### src/hw/rtl/bpg_pkg.sv
// ----------------------------------------------------------------------------
// bpg_pkg: shared types and constants of the line pixel generator
// Item structs, the command entry passed from front to back, register
// indexes and reset values.
// ----------------------------------------------------------------------------
package bpg_pkg;

	// coordinate width
	localparam int COORD_BITS = 12;
	// error term: one bit of headroom plus sign
	localparam int ERR_BITS = COORD_BITS + 2;
	// screen size registers
	localparam int REG_BITS = 13;
	localparam int CMP_BITS = (COORD_BITS > REG_BITS) ? COORD_BITS : REG_BITS;
	localparam int COLOR_BITS = 16;

	// configuration port
	localparam int CFG_ADDR_BITS = 1;
	localparam logic [CFG_ADDR_BITS-1:0] REG_SCREEN_WIDTH  = CFG_ADDR_BITS'(0);
	localparam logic [CFG_ADDR_BITS-1:0] REG_SCREEN_HEIGHT = CFG_ADDR_BITS'(1);
	localparam logic [REG_BITS-1:0] SCREEN_WIDTH_RST  = REG_BITS'(240);
	localparam logic [REG_BITS-1:0] SCREEN_HEIGHT_RST = REG_BITS'(320);

	// command queue between front and back
	localparam int QUEUE_DEPTH = 2;
	localparam int QPTR_BITS = (QUEUE_DEPTH > 1) ? $clog2(QUEUE_DEPTH) : 1;
	localparam int QCNT_BITS = $clog2(QUEUE_DEPTH + 1);

	typedef logic [COORD_BITS-1:0] coord_t;
	typedef logic [COLOR_BITS-1:0] color_t;

	typedef enum logic [0:0] {
		FUNC_LOAD = 1'b0,
		FUNC_STEP = 1'b1
	} func_t;

	typedef struct packed {
		func_t  func;
		coord_t start_x;
		coord_t start_y;
		coord_t end_x;
		coord_t end_y;
		color_t line_color;
	} in_item_t;

	typedef struct packed {
		coord_t pixel_x;
		coord_t pixel_y;
		color_t pixel_color;
		logic   on_screen;
		logic   last_pixel;
	} out_item_t;

	// classified command, load fields already set up for stepping
	typedef struct packed {
		func_t  func;
		coord_t major_start;
		coord_t minor_start;
		coord_t major_end;
		coord_t major_delta;
		coord_t minor_delta;
		logic   minor_down;
		logic   axes_swapped;
		color_t color;
	} cmd_t;

	typedef struct packed {
		logic [REG_BITS-1:0] width;
		logic [REG_BITS-1:0] height;
	} screen_cfg_t;

	typedef struct packed {
		logic drawing;
		logic pop;
		logic emit;
	} back_status_t;

endpackage

### src/hw/rtl/bpg_front.sv
// ----------------------------------------------------------------------------
// bpg_front: item intake and line setup
// Registers each input item, finds the steep case, orders the endpoints and
// forms the deltas, then hands a command to the queue.
// ----------------------------------------------------------------------------
module bpg_front (
	input  logic              clk,
	input  logic              arst_n,
	input  logic              in_valid,
	output logic              in_ready,
	input  bpg_pkg::in_item_t in_item,
	output logic              push_valid,
	input  logic              push_ready,
	output bpg_pkg::cmd_t     push_cmd
);

	function automatic bpg_pkg::coord_t abs_diff(input bpg_pkg::coord_t a,
	                                             input bpg_pkg::coord_t b);
		return (a > b) ? (a - b) : (b - a);
	endfunction

	logic              valid_s1;
	bpg_pkg::in_item_t item_s1;
	logic              steep_s1;
	logic              steep_d;

	bpg_pkg::coord_t a0, b0, a1, b1;
	bpg_pkg::coord_t maj0, min0, maj1, min1;

	// steep when the row span exceeds the column span
	always_comb begin
		steep_d = abs_diff(in_item.end_y, in_item.start_y) >
		          abs_diff(in_item.end_x, in_item.start_x);
	end

	assign in_ready   = !valid_s1 || push_ready;
	assign push_valid = valid_s1;

	// intake stage
	always_ff @(posedge clk or negedge arst_n) begin
		if (!arst_n) begin
			valid_s1 <= 1'b0;
		end else if (in_ready) begin
			valid_s1 <= in_valid;
		end
	end

	always_ff @(posedge clk) begin
		if (in_valid && in_ready) begin
			item_s1  <= in_item;
			steep_s1 <= steep_d;
		end
	end

	// axis swap, endpoint ordering and deltas
	always_comb begin
		if (steep_s1) begin
			a0 = item_s1.start_y;
			b0 = item_s1.start_x;
			a1 = item_s1.end_y;
			b1 = item_s1.end_x;
		end else begin
			a0 = item_s1.start_x;
			b0 = item_s1.start_y;
			a1 = item_s1.end_x;
			b1 = item_s1.end_y;
		end
		if (a0 > a1) begin
			maj0 = a1;
			min0 = b1;
			maj1 = a0;
			min1 = b0;
		end else begin
			maj0 = a0;
			min0 = b0;
			maj1 = a1;
			min1 = b1;
		end
		push_cmd.func         = item_s1.func;
		push_cmd.major_start  = maj0;
		push_cmd.minor_start  = min0;
		push_cmd.major_end    = maj1;
		push_cmd.major_delta  = maj1 - maj0;
		push_cmd.minor_delta  = abs_diff(min1, min0);
		push_cmd.minor_down   = !(min0 < min1);
		push_cmd.axes_swapped = steep_s1;
		push_cmd.color        = item_s1.line_color;
	end

endmodule

### src/hw/rtl/bpg_queue.sv
// ----------------------------------------------------------------------------
// bpg_queue: command queue
// Short first-in first-out buffer of commands between front and back.
// ----------------------------------------------------------------------------
module bpg_queue (
	input  logic          clk,
	input  logic          arst_n,
	input  logic          push_valid,
	output logic          push_ready,
	input  bpg_pkg::cmd_t push_cmd,
	output logic          pop_valid,
	input  logic          pop_ready,
	output bpg_pkg::cmd_t pop_cmd
);

	localparam logic [bpg_pkg::QPTR_BITS-1:0] LAST_PTR =
		bpg_pkg::QPTR_BITS'(bpg_pkg::QUEUE_DEPTH - 1);
	localparam logic [bpg_pkg::QCNT_BITS-1:0] FULL_COUNT =
		bpg_pkg::QCNT_BITS'(bpg_pkg::QUEUE_DEPTH);

	bpg_pkg::cmd_t                  mem_q [bpg_pkg::QUEUE_DEPTH];
	logic [bpg_pkg::QPTR_BITS-1:0]  wr_ptr_q;
	logic [bpg_pkg::QPTR_BITS-1:0]  rd_ptr_q;
	logic [bpg_pkg::QCNT_BITS-1:0]  count_q;
	logic                           do_push;
	logic                           do_pop;

	assign push_ready = (count_q != FULL_COUNT);
	assign pop_valid  = (count_q != '0);
	assign pop_cmd    = mem_q[rd_ptr_q];
	assign do_push    = push_valid && push_ready;
	assign do_pop     = pop_valid && pop_ready;

	// pointers and fill count
	always_ff @(posedge clk or negedge arst_n) begin
		if (!arst_n) begin
			wr_ptr_q <= '0;
			rd_ptr_q <= '0;
			count_q  <= '0;
		end else begin
			if (do_push) begin
				wr_ptr_q <= (wr_ptr_q == LAST_PTR) ? '0 : wr_ptr_q + 1'b1;
			end
			if (do_pop) begin
				rd_ptr_q <= (rd_ptr_q == LAST_PTR) ? '0 : rd_ptr_q + 1'b1;
			end
			if (do_push && !do_pop) begin
				count_q <= count_q + 1'b1;
			end else if (do_pop && !do_push) begin
				count_q <= count_q - 1'b1;
			end
		end
	end

	// entry storage
	always_ff @(posedge clk) begin
		if (do_push) begin
			mem_q[wr_ptr_q] <= push_cmd;
		end
	end

endmodule

### src/hw/rtl/bpg_back.sv
// ----------------------------------------------------------------------------
// bpg_back: line stepper
// Holds the line state, runs one command per cycle unless a drawing step waits
// for the output register, and drives it with one pixel per drawing step item.
// ----------------------------------------------------------------------------
module bpg_back (
	input  logic                  clk,
	input  logic                  arst_n,
	input  bpg_pkg::screen_cfg_t  screen_cfg,
	input  logic                  pop_valid,
	output logic                  pop_ready,
	input  bpg_pkg::cmd_t         pop_cmd,
	output logic                  out_valid,
	input  logic                  out_ready,
	output bpg_pkg::out_item_t    out_item,
	output bpg_pkg::back_status_t status
);

	bpg_pkg::coord_t                     major_pos_q;
	bpg_pkg::coord_t                     minor_pos_q;
	bpg_pkg::coord_t                     major_end_q;
	bpg_pkg::coord_t                     major_delta_q;
	bpg_pkg::coord_t                     minor_delta_q;
	logic signed [bpg_pkg::ERR_BITS-1:0] error_q;
	logic                                minor_down_q;
	logic                                axes_swapped_q;
	bpg_pkg::color_t                     held_color_q;
	logic                                drawing_q;

	logic                                out_valid_q;
	bpg_pkg::out_item_t                  out_item_q;

	logic                                is_step;
	logic                                out_free;
	logic                                do_pop;
	logic                                emit;
	logic                                last;
	bpg_pkg::coord_t                     px;
	bpg_pkg::coord_t                     py;
	logic                                vis;
	logic signed [bpg_pkg::ERR_BITS-1:0] err_sub;
	logic signed [bpg_pkg::ERR_BITS-1:0] err_add;

	// pop control: a step that draws needs room in the output register
	always_comb begin
		is_step   = (pop_cmd.func == bpg_pkg::FUNC_STEP);
		out_free  = !out_valid_q || out_ready;
		pop_ready = !(is_step && drawing_q) || out_free;
		do_pop    = pop_valid && pop_ready;
		emit      = do_pop && is_step && drawing_q;
	end

	// current pixel and next error term
	always_comb begin
		px      = axes_swapped_q ? minor_pos_q : major_pos_q;
		py      = axes_swapped_q ? major_pos_q : minor_pos_q;
		last    = (major_pos_q == major_end_q);
		vis     = (bpg_pkg::CMP_BITS'(px) < bpg_pkg::CMP_BITS'(screen_cfg.width)) &&
		          (bpg_pkg::CMP_BITS'(py) < bpg_pkg::CMP_BITS'(screen_cfg.height));
		err_sub = error_q - $signed({2'b00, minor_delta_q});
		err_add = err_sub + $signed({2'b00, major_delta_q});
	end

	// line state
	always_ff @(posedge clk or negedge arst_n) begin
		if (!arst_n) begin
			major_pos_q    <= '0;
			minor_pos_q    <= '0;
			major_end_q    <= '0;
			major_delta_q  <= '0;
			minor_delta_q  <= '0;
			error_q        <= '0;
			minor_down_q   <= 1'b0;
			axes_swapped_q <= 1'b0;
			held_color_q   <= '0;
			drawing_q      <= 1'b0;
		end else if (do_pop && !is_step) begin
			major_pos_q    <= pop_cmd.major_start;
			minor_pos_q    <= pop_cmd.minor_start;
			major_end_q    <= pop_cmd.major_end;
			major_delta_q  <= pop_cmd.major_delta;
			minor_delta_q  <= pop_cmd.minor_delta;
			error_q        <= $signed({2'b00, pop_cmd.major_delta >> 1});
			minor_down_q   <= pop_cmd.minor_down;
			axes_swapped_q <= pop_cmd.axes_swapped;
			held_color_q   <= pop_cmd.color;
			drawing_q      <= 1'b1;
		end else if (emit) begin
			if (last) begin
				drawing_q <= 1'b0;
			end else begin
				major_pos_q <= major_pos_q + 1'b1;
				if (err_sub < 0) begin
					minor_pos_q <= minor_down_q ? minor_pos_q - 1'b1 : minor_pos_q + 1'b1;
					error_q     <= err_add;
				end else begin
					error_q <= err_sub;
				end
			end
		end
	end

	// output register
	always_ff @(posedge clk or negedge arst_n) begin
		if (!arst_n) begin
			out_valid_q <= 1'b0;
		end else if (emit) begin
			out_valid_q <= 1'b1;
		end else if (out_ready) begin
			out_valid_q <= 1'b0;
		end
	end

	always_ff @(posedge clk) begin
		if (emit) begin
			out_item_q.pixel_x     <= px;
			out_item_q.pixel_y     <= py;
			out_item_q.pixel_color <= held_color_q;
			out_item_q.on_screen   <= vis;
			out_item_q.last_pixel  <= last;
		end
	end

	assign out_valid      = out_valid_q;
	assign out_item       = out_item_q;
	assign status.drawing = drawing_q;
	assign status.pop     = do_pop;
	assign status.emit    = emit;

endmodule

### src/hw/rtl/bresenham_line_pixel_generator_top.sv
// ----------------------------------------------------------------------------
// bresenham_line_pixel_generator_top: line pixel engine
// Input channel in_valid/in_ready/in_item carries load and step items; output
// channel out_valid/out_ready/out_item carries one pixel per step item while
// a line is being drawn. A load item sets up a new line (abandoning any old
// one) and gives no pixel; a step item while idle gives no pixel.
// Throughput: one item per cycle while out_ready holds; the stepper does one
// add and compare on the error term per pixel.
// Path: a step item passes the intake register, the command queue and the
// output register, in that order, before its pixel is presented.
// The front and back are parted by a two-entry command queue; when the
// receiver stalls, the output register holds its pixel, the back stops on the
// next drawing step, and the queue and intake register fill before in_ready
// drops. Loads and idle steps still drain while a pixel waits.
// Reset: asynchronous, active low; the line engine goes idle, the queue
// empties, and the screen size returns to 240 by 320.
// Configuration: cfg_wr_en with cfg_addr 0 (width) or 1 (height) writes
// cfg_wdata at the clock edge; write only while the block is idle.
// ----------------------------------------------------------------------------
module bresenham_line_pixel_generator_top (
	input  logic                                clk,
	input  logic                                arst_n,
	input  logic                                cfg_wr_en,
	input  logic [bpg_pkg::CFG_ADDR_BITS-1:0]   cfg_addr,
	input  logic [bpg_pkg::REG_BITS-1:0]        cfg_wdata,
	input  logic                                in_valid,
	output logic                                in_ready,
	input  bpg_pkg::in_item_t                   in_item,
	output logic                                out_valid,
	input  logic                                out_ready,
	output bpg_pkg::out_item_t                  out_item
);

	bpg_pkg::screen_cfg_t  screen_cfg_q;
	logic                  push_valid;
	logic                  push_ready;
	bpg_pkg::cmd_t         push_cmd;
	logic                  pop_valid;
	logic                  pop_ready;
	bpg_pkg::cmd_t         pop_cmd;
	bpg_pkg::back_status_t back_status;

	// screen size registers
	always_ff @(posedge clk or negedge arst_n) begin
		if (!arst_n) begin
			screen_cfg_q.width  <= bpg_pkg::SCREEN_WIDTH_RST;
			screen_cfg_q.height <= bpg_pkg::SCREEN_HEIGHT_RST;
		end else if (cfg_wr_en) begin
			unique case (cfg_addr)
				bpg_pkg::REG_SCREEN_WIDTH: begin
					screen_cfg_q.width <= cfg_wdata;
				end
				bpg_pkg::REG_SCREEN_HEIGHT: begin
					screen_cfg_q.height <= cfg_wdata;
				end
				default: begin
				end
			endcase
		end
	end

	bpg_front u_front (
		.clk        (clk),
		.arst_n     (arst_n),
		.in_valid   (in_valid),
		.in_ready   (in_ready),
		.in_item    (in_item),
		.push_valid (push_valid),
		.push_ready (push_ready),
		.push_cmd   (push_cmd)
	);

	bpg_queue u_queue (
		.clk        (clk),
		.arst_n     (arst_n),
		.push_valid (push_valid),
		.push_ready (push_ready),
		.push_cmd   (push_cmd),
		.pop_valid  (pop_valid),
		.pop_ready  (pop_ready),
		.pop_cmd    (pop_cmd)
	);

	bpg_back u_back (
		.clk        (clk),
		.arst_n     (arst_n),
		.screen_cfg (screen_cfg_q),
		.pop_valid  (pop_valid),
		.pop_ready  (pop_ready),
		.pop_cmd    (pop_cmd),
		.out_valid  (out_valid),
		.out_ready  (out_ready),
		.out_item   (out_item),
		.status     (back_status)
	);

`ifndef NO_ASSERTIONS
	// a popped load always leaves the engine drawing
	a_load_starts: assert property (@(posedge clk) disable iff (!arst_n)
		(back_status.pop && pop_cmd.func == bpg_pkg::FUNC_LOAD) |=> back_status.drawing)
		else $error("load did not start a line");

	// a pixel is only produced while a line is active
	a_emit_drawing: assert property (@(posedge clk) disable iff (!arst_n)
		back_status.emit |-> back_status.drawing)
		else $error("pixel emitted while idle");

	// a waiting pixel is never overwritten
	a_no_overwrite: assert property (@(posedge clk) disable iff (!arst_n)
		(out_valid && !out_ready) |-> !back_status.emit)
		else $error("pending pixel overwritten");

	// the last pixel of a line ends drawing, any other pixel keeps it going
	a_last_ends: assert property (@(posedge clk) disable iff (!arst_n)
		back_status.emit |=> (out_item.last_pixel != back_status.drawing))
		else $error("line did not end after its last pixel");
`endif

endmodule
### config.mk
export PLATFORM = sky130hd
export DESIGN_NAME = bresenham_line_pixel_generator_top
export DESIGN_NICKNAME = d
export VERILOG_FILES = /design/src/hw/rtl/bpg_pkg.sv /design/src/hw/rtl/bpg_front.sv /design/src/hw/rtl/bpg_queue.sv /design/src/hw/rtl/bpg_back.sv /design/src/hw/rtl/bresenham_line_pixel_generator_top.sv
export SDC_FILE = /design/constraint.sdc
export NUM_CORES = 1
export LEC_CHECK = 0
export BUFFER_PORTS_ARGS = -buffer_cell sky130_fd_sc_hd__clkbuf_2
export CORE_UTILIZATION = 59
export DETAILED_ROUTE_END_ITERATION = 10
export PLACE_DENSITY_LB_ADDON = 0.12
export SLEW_MARGIN = 20
export SYNTH_ARGS = -nofsm -noshare
export SYNTH_HDL_FRONTEND = slang
export SYNTH_SLANG_ARGS = --single-unit
### constraint.sdc
create_clock -name clk -period 18.7 [get_ports clk]
set_clock_uncertainty 0.1 [all_clocks]
set_input_delay 4.675 -clock clk [delete_from_list [all_inputs] [get_ports clk]]
set_output_delay 4.675 -clock clk [all_outputs]
set_load 0.05 [all_outputs]
==> results of run 1 <==
-- how the worst max path moves through the flow --
stage | from | endpoint | slack, ns | cells after the start
2_1_floorplan | out_ready | u_back.minor_pos_q[1]$_DFFE_PN0P_ | 8.99 | 8
3_3_place_gp | in_item[28] | u_front.steep_s1$_DFFE_PP_ | 9.63 | 20
6_report | in_item[37] | u_front.steep_s1$_DFFE_PP_ | 10.01 | 18
3_5_place_dp | in_item[28] | u_front.steep_s1$_DFFE_PP_ | 9.47 | 20
4_1_cts | in_item[37] | u_front.steep_s1$_DFFE_PP_ | 10.08 | 18
5_1_grt | in_item[28] | u_front.steep_s1$_DFFE_PP_ | 9.69 | 20
-- state kept, by name, indices dropped and copies added, names as in the netlist, 12 cells and up --
register	cells
u_back.error_q	14
u_back.minor_delta_q	12
u_back.held_color_q	16
u_back.major_end_q	12
u_front.push_cmd	17
screen_cfg_q	26
u_back.major_delta_q	12
u_queue.mem_q	158
u_back.minor_pos_q	12
u_front.item_s1	48
u_back.major_pos_q	12
u_back.out_item	42
-- critical path, stage by stage --
cell	delay [ns]
clkbuf_2	0.10
inv_1	0.06
ha_1	0.43
nand4_1	0.21
or3_1	0.42
o22ai_1	0.17
nor3_2	0.07
buf_4	0.23
mux2_2	0.31
a21oi_1	0.37
o2111ai_1	0.17
o211a_1	0.16
xnor2_1	0.29
ha_1	0.31
a21o_1	0.17
a21o_1	0.17
a2111oi_0	0.51
nor2_1	0.08
-- logic make-up after synthesis --
family / share of synthesized area (%)
adders and majority gates: 9.43
xor gates and xnor gates: 3.27
DFF: 50.1
and+or+nand+nor: 9.08
buffers and inverters: 4.37
AOI/OAI and AO/OA: 13.2
muxes: 10.6
-- layout by cell type, fill, tap and decap left out, drive strengths merged, types with 8 or more instances in the layout --
cell / synthesis / layout
mux4: 23 / 23
buf: 31 / 17
fa: 9 / 9
a31oi: 22 / 22
a21oi: 109 / 109
ha: 153 / 153
clkinv: 0 / 8
o21ai: 119 / 119
a211oi: 17 / 17
nor3: 25 / 25
xor2: 25 / 25
nand2b: 13 / 13
xnor2: 58 / 58
nor2b: 20 / 20
nand2: 142 / 142
mux2: 60 / 60
inv: 164 / 168
or2: 10 / 10
nand4: 30 / 30
o21bai: 8 / 8
o221ai: 12 / 12
nand3: 29 / 29
nor2: 109 / 109
a21o: 62 / 62
and3: 16 / 16
and2: 10 / 10
o21a: 12 / 12
edfxtp: 266 / 266
o211ai: 14 / 14
mux2i: 115 / 115
clkbuf: 53 / 187
dfrtp: 119 / 119
-- Yosys cell counts (all sizes together) (58+ instances only) --
| master | count |
|---|---|
| a21o | 62 |
| a21oi | 109 |
| dfrtp | 119 |
| edfxtp | 266 |
| ha | 153 |
| inv | 164 |
| mux2 | 60 |
| mux2i | 115 |
| nand2 | 142 |
| nor2 | 109 |
| o21ai | 119 |
| xnor2 | 58 |
-- layout make-up --
| type | count | share of cell area, % |
|---|---|---|
| clock inverter | 17 | 0.871 |
| timing repair buffer | 143 | 3.07 |
| multi-input combinational | 1320 | 41.2 |
| inverter | 164 | 2.49 |
| tap | 504 | 2.55 |
| sequential | 391 | 45.0 |
| clock buffer | 61 | 4.79 |
-- per-stage QoR --
stage          std cells  util, %  setup slack (ns)  hold slack (ns)  cell area (um^2)
2_1_floorplan       1959        -              8.99            0.321             22200
3_3_place_gp        2522     63.2              9.63            0.323             23300
3_5_place_dp        2522     63.2              9.47            0.333             23300
4_1_cts             2600     67.0             10.08            0.347             24700
5_1_grt             2600     67.0              9.69            0.355             24700
6_report            2600     67.0             10.01            0.347             24700
-- routing by layer --
| metal | vias to the layer above | share of wire, % | global-route usage, % |
|---|---|---|---|
| li1 | 7375 | - | - |
| met1 | 7436 | 45 | 37.7 |
| met2 | 484 | 46 | 43.9 |
| met3 | 120 | 5.2 | 3.47 |
| met4 | 0 | 3.9 | 11.2 |
| met5 | - | 0 | 0 |
==> impl_metrics.tcl, run 1 <==
set metrics [dict create \
    regArea_mm2 0.0111 \
    grt_setup_unrepaired "false" \
    dr.pass1.iters 6 \
    routedWlPerCell_um 19.8 \
    holdPathStages 0 \
    whs_endpoint "u_back.out_item[9]$_DFFE_PP_" \
    hp-start "u_back.held_color_q[7]$_DFFE_PN0P_" \
    grt_max_degree 89 \
    r2r_cells 18 \
    synth_area_leaders "edfxtp_1 (36%), dfrtp_1 (13%), ha_1 (8.6%)" \
    r2r_end "u_queue.mem_q[0][28]$_DFFE_PP_" \
    clockBufferDepth 3 \
    timing_worst_setup_path_type "in2reg" \
    vias 15400 \
    status "finished, final reports clean" \
    hold_path.class "reg2reg" \
    fin_crit_sh_pct 46.5 \
    core_area_mm2 0.0369 \
    min_period_ns 8.69 \
    synthFlopType "edfxtp_1" \
    dieArea_mm2 0.0384 \
    ctsResizeCount 0 \
    worstPathRequired_ns 18.92 \
    post-cts-setup-buffers 0 \
    synthCells 1959 \
    via_per_inst 5.93 \
    ant_nets 0 \
    ys_seq_area_share_pct 50.1 \
    num_io_pins 128 \
    ys_ff_latch 391 \
    row_count 70 \
    clk_latency_ns 0.58 \
    synth_edf_count 266 \
    avgSynthCellArea_um2 11.3 \
    h-tree-depth 2 \
    maxCapViolCount 0 \
    crit_fanout 20 \
    area_growth_pct 11.2 \
    drt_iter0_drc 930 \
    cts.clk_slew.worst_paths_ns 0.06 \
    fin_nets 2308 \
    drv_slew 0 \
    dp_hpwl_um 37700 \
    port-buffer-count 127 \
    dieWidth_um 196 \
    relSlewSlack_pct 31.2 \
    start_kind "input port" \
    antenna_found_initial 0 \
    clock-root-buffer "clkbuf_16" \
    rrSetupSlack_ns 10.79 \
    clkSinkCount 391 \
    grt_overflow 0 \
    yosys.area.top_type "edfxtp_1" \
    first_global_vias 14900 \
    yosys.area.top_type_share_pct 35.9 \
    grt_pass1_wl_um 81200 \
    drt-total-wl_um 51400 \
    synth_area_mm2 0.0222 \
    start_util_pct 60.3 \
    endpoint_kind "flop" \
    finalSetupTns_ns 0 \
    n_antenna_cell 0 \
    yosys_warnings 0 \
    regToRegStartpoint "u_front.steep_s1$_DFFE_PP_" \
    max_freq_mhz 115 \
    drive_gt1_share_pct 15.2 \
    fillers 2823 \
    synth_cell_types 84 \
    synth_fp_nets 2205 \
    cts_tree "yes" \
    crit_arrival_ns 8.91 \
    hold_violations 0 \
    async_reset_ff_share_pct 32.0 \
    ctsHoldBuffers 0 \
    gp_routability_congestion 0.949 \
    multi_input_area_mm2 0.0102 \
    finalSetupViolations 0 \
    die_h_um 196 \
    tightestPinTransition_ns 1.03 \
    numCtsBuffers 42 \
    drc 0 \
    track_usage_pct 27.3 \
]
Power of run 1 is not shown: default switching activity piles up to over one toggle a cycle in this logic, so the estimate is an artifact.
==> run 2, diff against run 1 <==
==> constraint.sdc (replaced) <==
create_clock -name clk -period 8.8 [get_ports clk]
set_clock_uncertainty 0.1 [all_clocks]
set_input_delay 2.2 -clock clk [delete_from_list [all_inputs] [get_ports clk]]
set_output_delay 2.2 -clock clk [all_outputs]
set_load 0.05 [all_outputs]
==> run 2 against run 1 <==
Count of clock-buffer cells in the layout shrank 12. Core utilization hardly changed. Global-route usage increased by 0.85 points. Sequential cell count did not move. Via count rose by 0.73%. Cell area barely moved.
==> impl_metrics.tcl, run 2 (synthesized netlist as in run 1, its figures left out) <==
set metrics [dict create \
    dieWidth_um 196 \
    drt-total-wl_um 53300 \
    gp_routability_congestion 0.925 \
    grt_setup_unrepaired "false" \
    area_growth_pct 11.2 \
    vias 15500 \
    hold_violations 0 \
    clockBufferDepth 3 \
    dp_cells 2525 \
    drc 0 \
    clkSinkCount 391 \
    r2r_cells 18 \
    port-buffer-count 127 \
    cts.clk_slew.worst_paths_ns 0.06 \
    fillers 2773 \
    maxCapViolCount 0 \
    endpoint_kind "flop" \
    crit_fanout 33 \
    cts_tree "yes" \
    fin_crit_sh_pct 85.1 \
    holdPathStages 0 \
    pre_cts_ws_ns 1.41 \
    drv_slew 0 \
    ant_nets 0 \
    core_area_mm2 0.0369 \
    drt_iter0_drc 1163 \
    clk_latency_ns 0.56 \
    numCtsBuffers 41 \
    antenna_found_initial 0 \
    start_util_pct 60.3 \
    largest-register "u_queue.mem_q" \
    h-tree-depth 2 \
    die_h_um 196 \
    largest_register_ffs 158 \
    dp_hpwl_um 39600 \
    dr.pass1.iters 5 \
    grt_overflow 0 \
    clock-root-buffer "clkbuf_16" \
    start_kind "flop" \
    worstPathRequired_ns 8.99 \
    ctsResizeCount 0 \
    first_global_vias 15000 \
    hold_path.class "reg2reg" \
    dieArea_mm2 0.0384 \
    ctsHoldBuffers 0 \
    track_usage_pct 28.1 \
    status "finished, final reports clean" \
    grt_pass1_wl_um 83800 \
    max_freq_mhz 133 \
    relSlewSlack_pct 32.3 \
    fin_nets 2310 \
    crit_arrival_ns 7.68 \
    finalSetupViolations 0 \
    tightestPinTransition_ns 1.01 \
    fin_ws_ns 1.31 \
    via_per_inst 5.97 \
    multi_input_area_mm2 0.0102 \
    instances_no_fill 2601 \
    row_count 70 \
    post-cts-setup-buffers 0 \
    finalSetupTns_ns 0 \
    routedWlPerCell_um 20.5 \
    regArea_mm2 0.0111 \
    drive_gt1_share_pct 15.5 \
    final_common_cell "edfxtp_1" \
    min_period_ns 7.49 \
    timing_worst_setup_path_type "reg2reg" \
    most-common-layout-cells "edfxtp_1 (266), inv_1 (164), ha_1 (153)" \
    n_antenna_cell 0 \
    grt_max_degree 83 \
    num_io_pins 128 \
]
==> run 2: changes by cell type in the layout (fill, tap and decap cells not counted), sizes merged <==
| cell | previous run | this run |
|---|---|---|
| bufinv | 3 | 5 |
| clkbuf | 187 | 175 |
| buf | 17 | 20 |
| clkinv | 8 | 19 |
| inv | 168 | 165 |
==> run 2: metal layers <==
layer  vias up  GRT usage (%)  share of wire [%]
met5         -              0                  0
met4         0           9.20                2.8
met3        90           3.27                4.7
met2       417           46.3                 48
met1      7635           39.2                 45
li1       7386              -                  -
==> run 2: final cells by class <==
type                            instances  area share (%)
Clock buffer                           49            4.48
Clock inverter                         27            1.10
Inverter                              164            2.49
Multi-Input combinational cell       1320            41.2
Sequential cell                       391            45.0
Tap cell                              504            2.55
Timing Repair Buffer                  146            3.21
==> run 2: through the flow <==
stage               utilization (%)  instance area, um^2  hold WS (ns)
floorplan                         -                22200         0.321
global placement               63.3                23300         0.323
detailed placement             63.3                23300         0.333
CTS                            67.0                24700         0.336
global route                   67.0                24700         0.349
finish                         67.0                24700         0.340
==> run 2: worst max-delay path: stages (launching register included) <==
cell and delay [ns]:
edfxtp_1 0.89, buf_4 0.35, mux2i_1 0.51, ha_1 0.38, nor2b_1 0.15, o21ai_1 0.19
a211oi_2 0.15, o31ai_4 0.62, buf_12 0.30, mux4_2 0.55, ha_1 0.50, nand4_1 0.20
or4_1 0.66, o21a_1 0.21, nand2_2 0.28, mux2i_1 0.48, or4b_1 0.47, o2111ai_1 0.11
nor2_1 0.07
==> run 2: worst paths after layout <==
check,startpoint,endpoint,slack [ns]
min in group asynchronous,arst_n,screen_cfg_q[3]$_DFFE_PN0P_,1.68
min,u_front.push_cmd[7]$_DFFE_PP_,u_queue.mem_q[1][7]$_DFFE_PP_,0.34
max reg2reg,u_front.steep_s1$_DFFE_PP_,u_queue.mem_q[0][28]$_DFFE_PP_,1.31
max,u_front.steep_s1$_DFFE_PP_,u_queue.mem_q[0][28]$_DFFE_PP_,1.31
min reg2reg,u_front.push_cmd[7]$_DFFE_PP_,u_queue.mem_q[1][7]$_DFFE_PP_,0.34
max in group asynchronous,arst_n,screen_cfg_q[7]$_DFFE_PN0P_,5.53
Power of run 2 is left out for the same reason.
